**src/rtl/core/isodv_pkg.sv**
```systemverilog
// Shared constants, codes and result layout of the ISO 9660 descriptor validator.
package isodv_pkg;

    localparam int SECTOR_BYTES    = 2048;
    localparam int DESC_LIMIT      = 128;
    localparam int POS_W           = $clog2(SECTOR_BYTES);
    localparam int DEV_W           = 48;
    localparam int FIRST_SECTOR    = 16;

    typedef logic [POS_W-1:0] t_pos;
    typedef logic [DEV_W-1:0] t_dev;

    localparam t_pos POS_LAST = t_pos'(SECTOR_BYTES - 1);
    localparam t_dev DEV_MIN  = t_dev'((FIRST_SECTOR + 1) * SECTOR_BYTES);

    localparam logic [7:0] TYPE_PRIMARY  = 8'd1;
    localparam logic [7:0] TYPE_TERM     = 8'd255;
    localparam logic [7:0] VERSION_ONE   = 8'd1;
    localparam logic [7:0] ROOT_MIN_LEN  = 8'd34;
    localparam logic [7:0] DESC_LIMIT_U8 = 8'(DESC_LIMIT);

    localparam logic [15:0] BS_512  = 16'd512;
    localparam logic [15:0] BS_1024 = 16'd1024;
    localparam logic [15:0] BS_2048 = 16'd2048;
    localparam logic [15:0] BS_4096 = 16'd4096;

    localparam logic [3:0] ST_OK         = 4'd0;
    localparam logic [3:0] ST_TOO_SMALL  = 4'd1;
    localparam logic [3:0] ST_BAD_ID     = 4'd2;
    localparam logic [3:0] ST_BAD_VER    = 4'd3;
    localparam logic [3:0] ST_SIZE_COPY  = 4'd4;
    localparam logic [3:0] ST_BLOCK_COPY = 4'd5;
    localparam logic [3:0] ST_ROOT_SHORT = 4'd6;
    localparam logic [3:0] ST_ROOT_COPY  = 4'd7;
    localparam logic [3:0] ST_NO_PRIMARY = 4'd8;

    localparam int RES_W = 136;

    typedef struct packed {
        logic [3:0]  pad;
        logic [7:0]  desc_accepted;
        logic [31:0] root_bytes;
        logic [31:0] root_lba;
        logic [15:0] block_size;
        logic [31:0] vol_blk_cnt;
        logic        clean;
        logic [1:0]  check_warnings;
        logic [4:0]  check_errors;
        logic [3:0]  status;
    } t_result;

    function automatic logic [7:0] ident_byte(input logic [2:0] idx);
        logic [7:0] v;
        case (idx)
            3'd1:    v = 8'h43;
            3'd2:    v = 8'h44;
            3'd3:    v = 8'h30;
            3'd4:    v = 8'h30;
            3'd5:    v = 8'h31;
            default: v = 8'h00;
        endcase
        return v;
    endfunction

endpackage

```
**src/rtl/core/isodv_scan.sv**
```systemverilog
// Per-byte descriptor scan: sector position, field capture, copy checks and report build.
module isodv_scan (
    input  logic                 i_clk,
    input  logic                 i_rst_n,
    input  logic                 i_accept,
    input  logic                 i_start,
    input  logic [7:0]           i_byte,
    input  isodv_pkg::t_dev      i_dev,
    output logic                 o_res_valid,
    output isodv_pkg::t_result   o_res
);

    localparam isodv_pkg::t_pos P_VER    = isodv_pkg::t_pos'(6);
    localparam isodv_pkg::t_pos P_ID_END = isodv_pkg::t_pos'(5);
    localparam isodv_pkg::t_pos P_VB_LO  = isodv_pkg::t_pos'(80);
    localparam isodv_pkg::t_pos P_VB_HI  = isodv_pkg::t_pos'(83);
    localparam isodv_pkg::t_pos P_VBB_HI = isodv_pkg::t_pos'(87);
    localparam isodv_pkg::t_pos P_BS_LO  = isodv_pkg::t_pos'(128);
    localparam isodv_pkg::t_pos P_BS_HI  = isodv_pkg::t_pos'(129);
    localparam isodv_pkg::t_pos P_BSB_HI = isodv_pkg::t_pos'(131);
    localparam isodv_pkg::t_pos P_ROOT   = isodv_pkg::t_pos'(156);
    localparam isodv_pkg::t_pos P_RE_LO  = isodv_pkg::t_pos'(158);
    localparam isodv_pkg::t_pos P_RE_HI  = isodv_pkg::t_pos'(161);
    localparam isodv_pkg::t_pos P_REB_HI = isodv_pkg::t_pos'(165);
    localparam isodv_pkg::t_pos P_RS_HI  = isodv_pkg::t_pos'(169);
    localparam isodv_pkg::t_pos P_RSB_HI = isodv_pkg::t_pos'(173);

    isodv_pkg::t_pos r_pos, n_pos;
    logic [7:0]      r_si, n_si;
    logic [7:0]      r_type, n_type;
    logic            r_cap, n_cap;
    logic            r_pf, n_pf;
    logic            r_tf, n_tf;
    logic            r_fin, n_fin;
    logic [7:0]      r_acc, n_acc;
    logic [31:0]     r_le0, n_le0, r_be0, n_be0;
    logic [15:0]     r_le1, n_le1, r_be1, n_be1;
    logic [31:0]     r_le2, n_le2, r_be2, n_be2;
    logic [31:0]     r_le3, n_le3, r_be3, n_be3;
    logic [47:0]     r_prod;

    logic            rep;
    logic [3:0]      st;

    always_comb begin
        logic            go;
        isodv_pkg::t_pos pos;
        logic [1:0]      k;
        logic [8:0]      next_sec;
        n_pos  = r_pos;
        n_si   = r_si;
        n_type = r_type;
        n_cap  = r_cap;
        n_pf   = r_pf;
        n_tf   = r_tf;
        n_fin  = r_fin;
        n_acc  = r_acc;
        n_le0  = r_le0;
        n_be0  = r_be0;
        n_le1  = r_le1;
        n_be1  = r_be1;
        n_le2  = r_le2;
        n_be2  = r_be2;
        n_le3  = r_le3;
        n_be3  = r_be3;
        rep    = 1'b0;
        st     = isodv_pkg::ST_OK;
        go     = 1'b0;
        k      = 2'd0;
        next_sec = 9'd0;

        if (i_accept) begin
            if (i_start) begin
                n_pos  = '0;
                n_si   = '0;
                n_type = '0;
                n_cap  = 1'b0;
                n_pf   = 1'b0;
                n_tf   = 1'b0;
                n_fin  = 1'b0;
                n_acc  = '0;
                n_le0  = '0;
                n_be0  = '0;
                n_le1  = '0;
                n_be1  = '0;
                n_le2  = '0;
                n_be2  = '0;
                n_le3  = '0;
                n_be3  = '0;
                if (i_dev < isodv_pkg::DEV_MIN) begin
                    rep = 1'b1;
                    st  = isodv_pkg::ST_TOO_SMALL;
                end else begin
                    go = 1'b1;
                end
            end else if (!r_fin) begin
                go = 1'b1;
            end
        end

        pos = n_pos;
        if (go) begin
            if (pos == '0) begin
                n_type = i_byte;
            end else if (pos <= P_ID_END) begin
                if (i_byte != isodv_pkg::ident_byte(pos[2:0])) begin
                    rep = 1'b1;
                    st  = isodv_pkg::ST_BAD_ID;
                end
            end else if (pos == P_VER) begin
                if (i_byte != isodv_pkg::VERSION_ONE) begin
                    rep = 1'b1;
                    st  = isodv_pkg::ST_BAD_VER;
                end else begin
                    n_acc = n_acc + 8'd1;
                    if (n_type == isodv_pkg::TYPE_PRIMARY && !n_pf) begin
                        n_pf  = 1'b1;
                        n_cap = 1'b1;
                    end
                end
            end

            if (!rep && n_cap) begin
                if (pos >= P_VB_LO && pos <= P_VB_HI) begin
                    k = pos[1:0];
                    n_le0[8*k +: 8] = i_byte;
                end else if (pos > P_VB_HI && pos <= P_VBB_HI) begin
                    n_be0 = {n_be0[23:0], i_byte};
                    if (pos == P_VBB_HI && n_le0 != n_be0) begin
                        rep = 1'b1;
                        st  = isodv_pkg::ST_SIZE_COPY;
                    end
                end else if (pos >= P_BS_LO && pos <= P_BS_HI) begin
                    n_le1[8*pos[0] +: 8] = i_byte;
                end else if (pos > P_BS_HI && pos <= P_BSB_HI) begin
                    n_be1 = {n_be1[7:0], i_byte};
                    if (pos == P_BSB_HI && n_le1 != n_be1) begin
                        rep = 1'b1;
                        st  = isodv_pkg::ST_BLOCK_COPY;
                    end
                end else if (pos == P_ROOT) begin
                    if (i_byte < isodv_pkg::ROOT_MIN_LEN) begin
                        rep = 1'b1;
                        st  = isodv_pkg::ST_ROOT_SHORT;
                    end
                end else if (pos >= P_RE_LO && pos <= P_RE_HI) begin
                    k = pos[1:0] - 2'd2;
                    n_le2[8*k +: 8] = i_byte;
                end else if (pos > P_RE_HI && pos <= P_REB_HI) begin
                    n_be2 = {n_be2[23:0], i_byte};
                end else if (pos > P_REB_HI && pos <= P_RS_HI) begin
                    k = pos[1:0] - 2'd2;
                    n_le3[8*k +: 8] = i_byte;
                end else if (pos > P_RS_HI && pos <= P_RSB_HI) begin
                    n_be3 = {n_be3[23:0], i_byte};
                    if (pos == P_RSB_HI) begin
                        n_cap = 1'b0;
                        if (n_le2 != n_be2 || n_le3 != n_be3) begin
                            rep = 1'b1;
                            st  = isodv_pkg::ST_ROOT_COPY;
                        end
                    end
                end
            end

            if (!rep) begin
                if (pos >= isodv_pkg::POS_LAST) begin
                    n_pos = '0;
                    if (n_type == isodv_pkg::TYPE_TERM) begin
                        n_tf = 1'b1;
                        rep  = 1'b1;
                    end else begin
                        n_si     = n_si + 8'd1;
                        next_sec = 9'(isodv_pkg::FIRST_SECTOR + 1) + {1'b0, n_si};
                        if (n_si >= isodv_pkg::DESC_LIMIT_U8 || n_si == 8'd0) begin
                            rep = 1'b1;
                        end else if ({{(isodv_pkg::DEV_W - isodv_pkg::POS_W - 9){1'b0}},
                                      next_sec} > i_dev[isodv_pkg::DEV_W-1:isodv_pkg::POS_W])
                        begin
                            rep = 1'b1;
                        end
                    end
                end else begin
                    n_pos = pos + 1'b1;
                end
            end
        end

        if (rep) begin
            n_fin = 1'b1;
            n_cap = 1'b0;
        end
    end

    always_comb begin
        logic [3:0]  st_fin;
        logic [4:0]  errs;
        logic [1:0]  warns;
        logic [15:0] bs;
        bs     = r_le1;
        st_fin = (st == isodv_pkg::ST_OK && !n_pf) ? isodv_pkg::ST_NO_PRIMARY : st;
        errs   = '0;
        warns  = '0;
        errs[0] = !n_tf;
        errs[1] = !(bs == isodv_pkg::BS_512 || bs == isodv_pkg::BS_1024 ||
                    bs == isodv_pkg::BS_2048 || bs == isodv_pkg::BS_4096);
        errs[2] = (r_le0 == 32'd0);
        errs[3] = (r_le0 != 32'd0) && (bs != 16'd0) && (r_prod > i_dev);
        errs[4] = (r_le2 >= r_le0);
        warns[0] = (r_le3 == 32'd0);
        warns[1] = (n_acc >= isodv_pkg::DESC_LIMIT_U8) && !n_tf;

        o_res = '0;
        o_res.status        = st_fin;
        o_res.desc_accepted = n_acc;
        if (st_fin == isodv_pkg::ST_OK) begin
            o_res.check_errors   = errs;
            o_res.check_warnings = warns;
            o_res.clean          = (errs == 5'd0);
            o_res.vol_blk_cnt    = r_le0;
            o_res.block_size     = bs;
            o_res.root_lba       = r_le2;
            o_res.root_bytes     = r_le3;
        end
        o_res_valid = rep;
    end

    always_ff @(posedge i_clk) begin
        r_prod <= r_le0 * r_le1;
        if (!i_rst_n) begin
            r_pos  <= '0;
            r_si   <= '0;
            r_type <= '0;
            r_cap  <= 1'b0;
            r_pf   <= 1'b0;
            r_tf   <= 1'b0;
            r_fin  <= 1'b1;
            r_acc  <= '0;
            r_le0  <= '0;
            r_be0  <= '0;
            r_le1  <= '0;
            r_be1  <= '0;
            r_le2  <= '0;
            r_be2  <= '0;
            r_le3  <= '0;
            r_be3  <= '0;
        end else begin
            r_pos  <= n_pos;
            r_si   <= n_si;
            r_type <= n_type;
            r_cap  <= n_cap;
            r_pf   <= n_pf;
            r_tf   <= n_tf;
            r_fin  <= n_fin;
            r_acc  <= n_acc;
            r_le0  <= n_le0;
            r_be0  <= n_be0;
            r_le1  <= n_le1;
            r_be1  <= n_be1;
            r_le2  <= n_le2;
            r_be2  <= n_be2;
            r_le3  <= n_le3;
            r_be3  <= n_be3;
        end
    end

endmodule

```
**src/rtl/core/iso9660_descriptor_validator.sv**
```systemverilog
// Top level of the ISO 9660 descriptor validator: config register, scan and result buffer.
//
// Channel   Dir  Handshake                  Payload
// s_axis    in   s_axis_tvalid/tready       tdata: data_byte; tuser: start_req
// m_axis    out  m_axis_tvalid/tready       tdata: one report word
// apb       in   psel/penable/pwrite/pready device_size_bytes at address 0
//
// One byte is taken per cycle while s_axis_tready is high. The report for the
// byte that ends a scan is registered into the output stage, or into the skid
// stage if the output is busy; s_axis_tready drops only while the skid is full.
// Reset is synchronous and leaves the scan finished, waiting for a start byte.
// The volume size check uses a product registered from the captured fields.
module iso9660_descriptor_validator (
    input  logic          i_clk,
    input  logic          i_rst_n,
    input  logic          psel,
    input  logic          penable,
    input  logic          pwrite,
    input  logic [3:0]    paddr,
    input  logic [63:0]   pwdata,
    output logic [63:0]   prdata,
    output logic          pready,
    input  logic          s_axis_tvalid,
    output logic          s_axis_tready,
    input  logic [7:0]    s_axis_tdata,   // [7:0] data_byte
    input  logic          s_axis_tuser,   // [0] start_req
    output logic          m_axis_tvalid,
    input  logic          m_axis_tready,
    output logic [isodv_pkg::RES_W-1:0] m_axis_tdata
    // [3:0] status, [8:4] check_errors, [10:9] check_warnings, [11] clean,
    // [43:12] volume block count, [59:44] block_size, [91:60] root start block,
    // [123:92] root data length, [131:124] accepted descriptors, [135:132] zero
);

    isodv_pkg::t_dev    r_dev;
    logic               accept;
    logic               res_valid;
    isodv_pkg::t_result res;
    isodv_pkg::t_result r_out, r_skid;
    logic               r_out_valid, r_skid_valid;
    logic               pop;

    assign pready = 1'b1;
    assign prdata = (paddr[3] == 1'b0) ? {16'd0, r_dev} : 64'd0;

    always_ff @(posedge i_clk) begin
        if (!i_rst_n) begin
            r_dev <= '0;
        end else if (psel && penable && pwrite && paddr[3] == 1'b0) begin
            r_dev <= pwdata[isodv_pkg::DEV_W-1:0];
        end
    end

    assign s_axis_tready = !r_skid_valid;
    assign accept        = s_axis_tvalid && s_axis_tready;

    isodv_scan u_scan (
        .i_clk       (i_clk),
        .i_rst_n     (i_rst_n),
        .i_accept    (accept),
        .i_start     (s_axis_tuser),
        .i_byte      (s_axis_tdata),
        .i_dev       (r_dev),
        .o_res_valid (res_valid),
        .o_res       (res)
    );

    assign pop           = r_out_valid && m_axis_tready;
    assign m_axis_tvalid = r_out_valid;
    assign m_axis_tdata  = r_out;

    always_ff @(posedge i_clk) begin
        if (!i_rst_n) begin
            r_out_valid  <= 1'b0;
            r_skid_valid <= 1'b0;
        end else if (pop) begin
            if (r_skid_valid) begin
                r_out        <= r_skid;
                r_skid_valid <= 1'b0;
            end else if (res_valid) begin
                r_out <= res;
            end else begin
                r_out_valid <= 1'b0;
            end
        end else if (res_valid) begin
            if (!r_out_valid) begin
                r_out       <= res;
                r_out_valid <= 1'b1;
            end else begin
                r_skid       <= res;
                r_skid_valid <= 1'b1;
            end
        end
    end

endmodule

```
**config.mk**
```make
export PLATFORM = sky130hd
export DESIGN_NAME = iso9660_descriptor_validator
export DESIGN_NICKNAME = d
export VERILOG_FILES = /design/src/rtl/core/isodv_pkg.sv /design/src/rtl/core/isodv_scan.sv /design/src/rtl/core/iso9660_descriptor_validator.sv
export SDC_FILE = /design/constraint.sdc
export NUM_CORES = 2
export LEC_CHECK = 0
export BUFFER_PORTS_ARGS = -buffer_cell sky130_fd_sc_hd__buf_4
export CORE_AREA = 2 2 284 286
export CTS_CLUSTER_SIZE = 30
export DETAILED_ROUTE_END_ITERATION = 10
export DIE_AREA = 0 0 286 288
export PLACE_DENSITY = 0.9
export SLEW_MARGIN = 20
export SYNTH_ARGS = -nofsm -noshare
export SYNTH_HDL_FRONTEND = slang
export SYNTH_SLANG_ARGS = --single-unit
```
**constraint.sdc**
```tcl
create_clock -name i_clk -period 17.98 [get_ports i_clk]
set_clock_uncertainty 0.1 [all_clocks]
set_input_delay 3.596 -clock i_clk [delete_from_list [all_inputs] [get_ports i_clk]]
set_output_delay 3.596 -clock i_clk [all_outputs]
set_load 0.02 [all_outputs]
```
==> results.py <==
metrics = {
    "global_routing": {
        "grt_use_total": 0.320,
        "grtUsageMet2": 0.532,
        "grt_pass1_vias": 38598,
        "grt-busiest-layer": "met2",
        "grt_pass1_wl_mm": 207,
        "grt_overflow": 0,
        "grt_max_degree": 214,
        "antenna_found_initial": 0,
        "use_met3": 0.0694,
        "use_met1": 0.377,
    },
    "drt": {
        "num_vias": 37628,
        "via_per_inst": 6.16,
        "drt_first_pass_iters": 6,
        "wl_per_cell_um": 21.5,
        "routed_wl_mm": 132,
        "drt-initial-drc-count": 4289,
        "drc_errors": 0,
        "ant_nets": 0,
    },
    "finish": {
        "drive_above_1_share": 0.0922,
        "finalCoreUtilization": 0.621,
        "diodes": 0,
        "final_nets": 5722,
        "fillers": 6098,
        "layout.cells.non_filler": 6113,
        "synthToLayoutAreaGrowth_pct": 10.1,
    },
    "worst_setup_path": {
        "r2r_start": "u_scan.r_le1[2]$_SDFF_PN0_",
        "worstPathCellList": "buf_4 -> nand3b_4 -> nand2_1 -> buf_4 -> ha_1 -> o21ai_0 -> a221o_1 -> nor4_4 -> nor2_1 -> nor2_1 -> a21boi_0 -> buf_4 -> a31o_2 -> a221oi_4 -> buf_4 -> buf_4",
        "slowest_delay_ns": 0.86,
        "crit_fanout": 74,
        "path_delay_family": "buffers and inverters",
        "crit_top_cell": "buf_4",
        "cp_slowest_cell": "buf_4",
        "startpoint_type": "input pin",
        "startpoint": "s_axis_tuser",
        "cp.arrival_ns": 9.78,
        "worstRegToRegCells": 23,
        "end_kind": "flip-flop",
        "crit_buf_inv": 5,
        "cp.depth": 16,
        "cp_data_required_time_ns": 18.15,
        "worstSetupPathType": "in -> reg",
    },
    "logic_synthesis": {
        "synth_area_um2": 44900,
        "syn_inst": 4973,
        "synth-seq-area-share": 0.327,
        "ys_ff_latch": 601,
        "synth_area_leader_cell": "fa_1",
        "yosys-top-cells-count": "699 x nand2_1, 556 x inv_1, 418 x fa_1",
        "ys.flop_type": "dfxtp_1",
        "yosysWarnings": 0,
        "synthArstFlopShare": 0,
        "synth_top_cell_area_share": 0.186,
        "synth.distinct_cells": 83,
        "synth_area_leaders": "fa_1 19%, edfxtp_1 18%, dfxtp_1 15%, ha_1 6.1%, nand2_1 5.8%",
        "syn_area_per_cell_um2": 9.04,
        "yosysMostFrequentCell": "nand2_1",
        "synth_edf_count": 264,
    },
    "timing": {
        "period_minus_slack_ns": 9.61,
        "final_max_slew_viol_count": 0,
        "slew_headroom": 0.211,
        "hold_violations": 0,
        "setup_viol": 0,
        "clock.fmax_mhz": 104,
        "min_period_over_period": 0.535,
        "tightest_slew_ns": 1.18,
        "rsz0062_at_grt": "false",
        "final.setup.tns_ns": 0,
    },
    "clocking": {
        "clock_latency_ns": 0.66,
        "cts_buffers": 61,
        "htreeDepth": 2,
        "postCtsSetupBuffers": 0,
        "clock_sinks": 601,
        "cts_hold_buf": 0,
        "cts_tree": "done",
        "path_clk_slew_ns": 0.06,
        "cts_root_buf": "clkbuf_16",
        "post_cts_resized": 0,
        "cts_buffer_depth": 3,
    },
    "power": {
        "ir_drop_mv": 0.0719,
        "power_leakage_uw": 0.0214,
        "power.density_nw_per_um2": 60.2,
        "power_uw": 2980,
    },
    "placement": {
        "placed_cells": 5997,
        "hpwl_mm": 91.1,
        "port_buffers": 246,
        "place_congestion": 0.984,
    },
    "floorplan": {
        "core_um2": 79600,
        "fp-row-count": 104,
        "die-area_um2": 82400,
        "die_w_um": 286,
        "start_util": 0.564,
        "num_io_pins": 287,
        "die_h_um": 288,
    },
    "worst_hold_path": {
        "hold_depth": 2,
        "worst_hold_startpoint": "r_dev[1]$_SDFFE_PN0P_",
        "holdCritPathClass": "reg -> reg",
    },
    "status": {
        "status": "finished clean",
    },
    "flow_run": {
        "max_cap_violations": 0,
    },
}
## cell usage in the layout, fill, tap and decap left out, types with 59 or more instances in the layout
master	netlist	routed
nand2_1	699	698
nand4_1	59	59
and2_1	215	215
edfxtp_1	264	264
o21ai_0	108	108
buf_4	21	309
ha_1	220	220
nor2_1	383	380
a21oi_1	217	217
xnor2_1	90	90
clkbuf_16	0	62
inv_1	556	559
fa_1	418	418
nand3_1	243	243
xor2_1	68	68
mux2i_1	70	70
dfxtp_1	337	328
o31ai_1	125	125
## registers in the layout, summed over array words and instances, names as in the netlist, 8 cells and up
name,count
m_axis_tdata,132
r_dev,48
r_skid,132
u_scan.r_acc,8
u_scan.r_be0,24
u_scan.r_be1,8
u_scan.r_be2,32
u_scan.r_be3,24
u_scan.r_le0,32
u_scan.r_le1,16
u_scan.r_le2,32
u_scan.r_le3,32
u_scan.r_pos,11
u_scan.r_prod,48
u_scan.r_si,8
u_scan.r_type,8
## final timing paths
check / end / slack (ns)
worst max-delay path: m_axis_tdata[30]$_DFFE_PP_ / 8.37
worst min-delay path: r_dev[1]$_SDFFE_PN0P_ / 0.35
worst max register to register: u_scan.r_prod[32]$_DFF_P_ / 10.37
worst min register to register: r_dev[1]$_SDFFE_PN0P_ / 0.35
## power by group
| group | total [uW] | switching (uW) | internal (uW) | leakage, uW |
|---|---|---|---|---|
| Combinational | 161 | 121 | 40.3 | 0.0148 |
| Sequential | 1430 | 6.08 | 1430 | 0.00545 |
| Clock | 1390 | 572 | 816 | 0.00110 |
## per-stage QoR
stage | setup WS (ns) | cell area, um2 | hold slack, ns
after floorplan | 3.97 | 45000 | 0.336
after global placement | 8.02 | 47300 | 0.342
after detailed placement | 7.91 | 47300 | 0.348
after CTS | 8.57 | 49500 | 0.356
after global routing | 8.13 | 49500 | 0.377
final | 8.37 | 49500 | 0.354
## area by class of cell
class,instances,area (um2),area share
Tap cell,1060,1330,0.0268
Timing Repair Buffer,310,2340,0.0473
Multi-Input combinational cell,3470,26800,0.542
Inverter,556,2090,0.0422
Clock inverter,36,464,0.00938
Clock buffer,80,1740,0.0352
Sequential cell,601,14700,0.297
## kinds of logic (layout without fill, tap and decap cells)
group	Yosys count	after routing	share of synthesized area
buffers and inverters	921	982	0.0800
other	2	21	0.000167
AOI/OAI and AO/OA	687	687	0.0994
and+or+nand+nor	1895	1895	0.200
DFF	601	601	0.327
muxes	71	71	0.0158
adders and majority gates	638	638	0.247
xor gates and xnor gates	158	158	0.0308
## worst min-delay path: cells and delay by family, from the launching register on
kind	cells	cell delay, ns
flip-flops	1	0.31
AO/OA/AOI/OAI	1	0.05
AND/OR/NAND/NOR	1	0.05
## routing by layer
layer | part of all wire | wire, um
met3 | 0.11 | 13900
met1 | 0.34 | 45200
met4 | 0.075 | 9840
met5 | 0 | 0
met2 | 0.48 | 62700
Note: power is estimated with default switching activity, not from simulation.
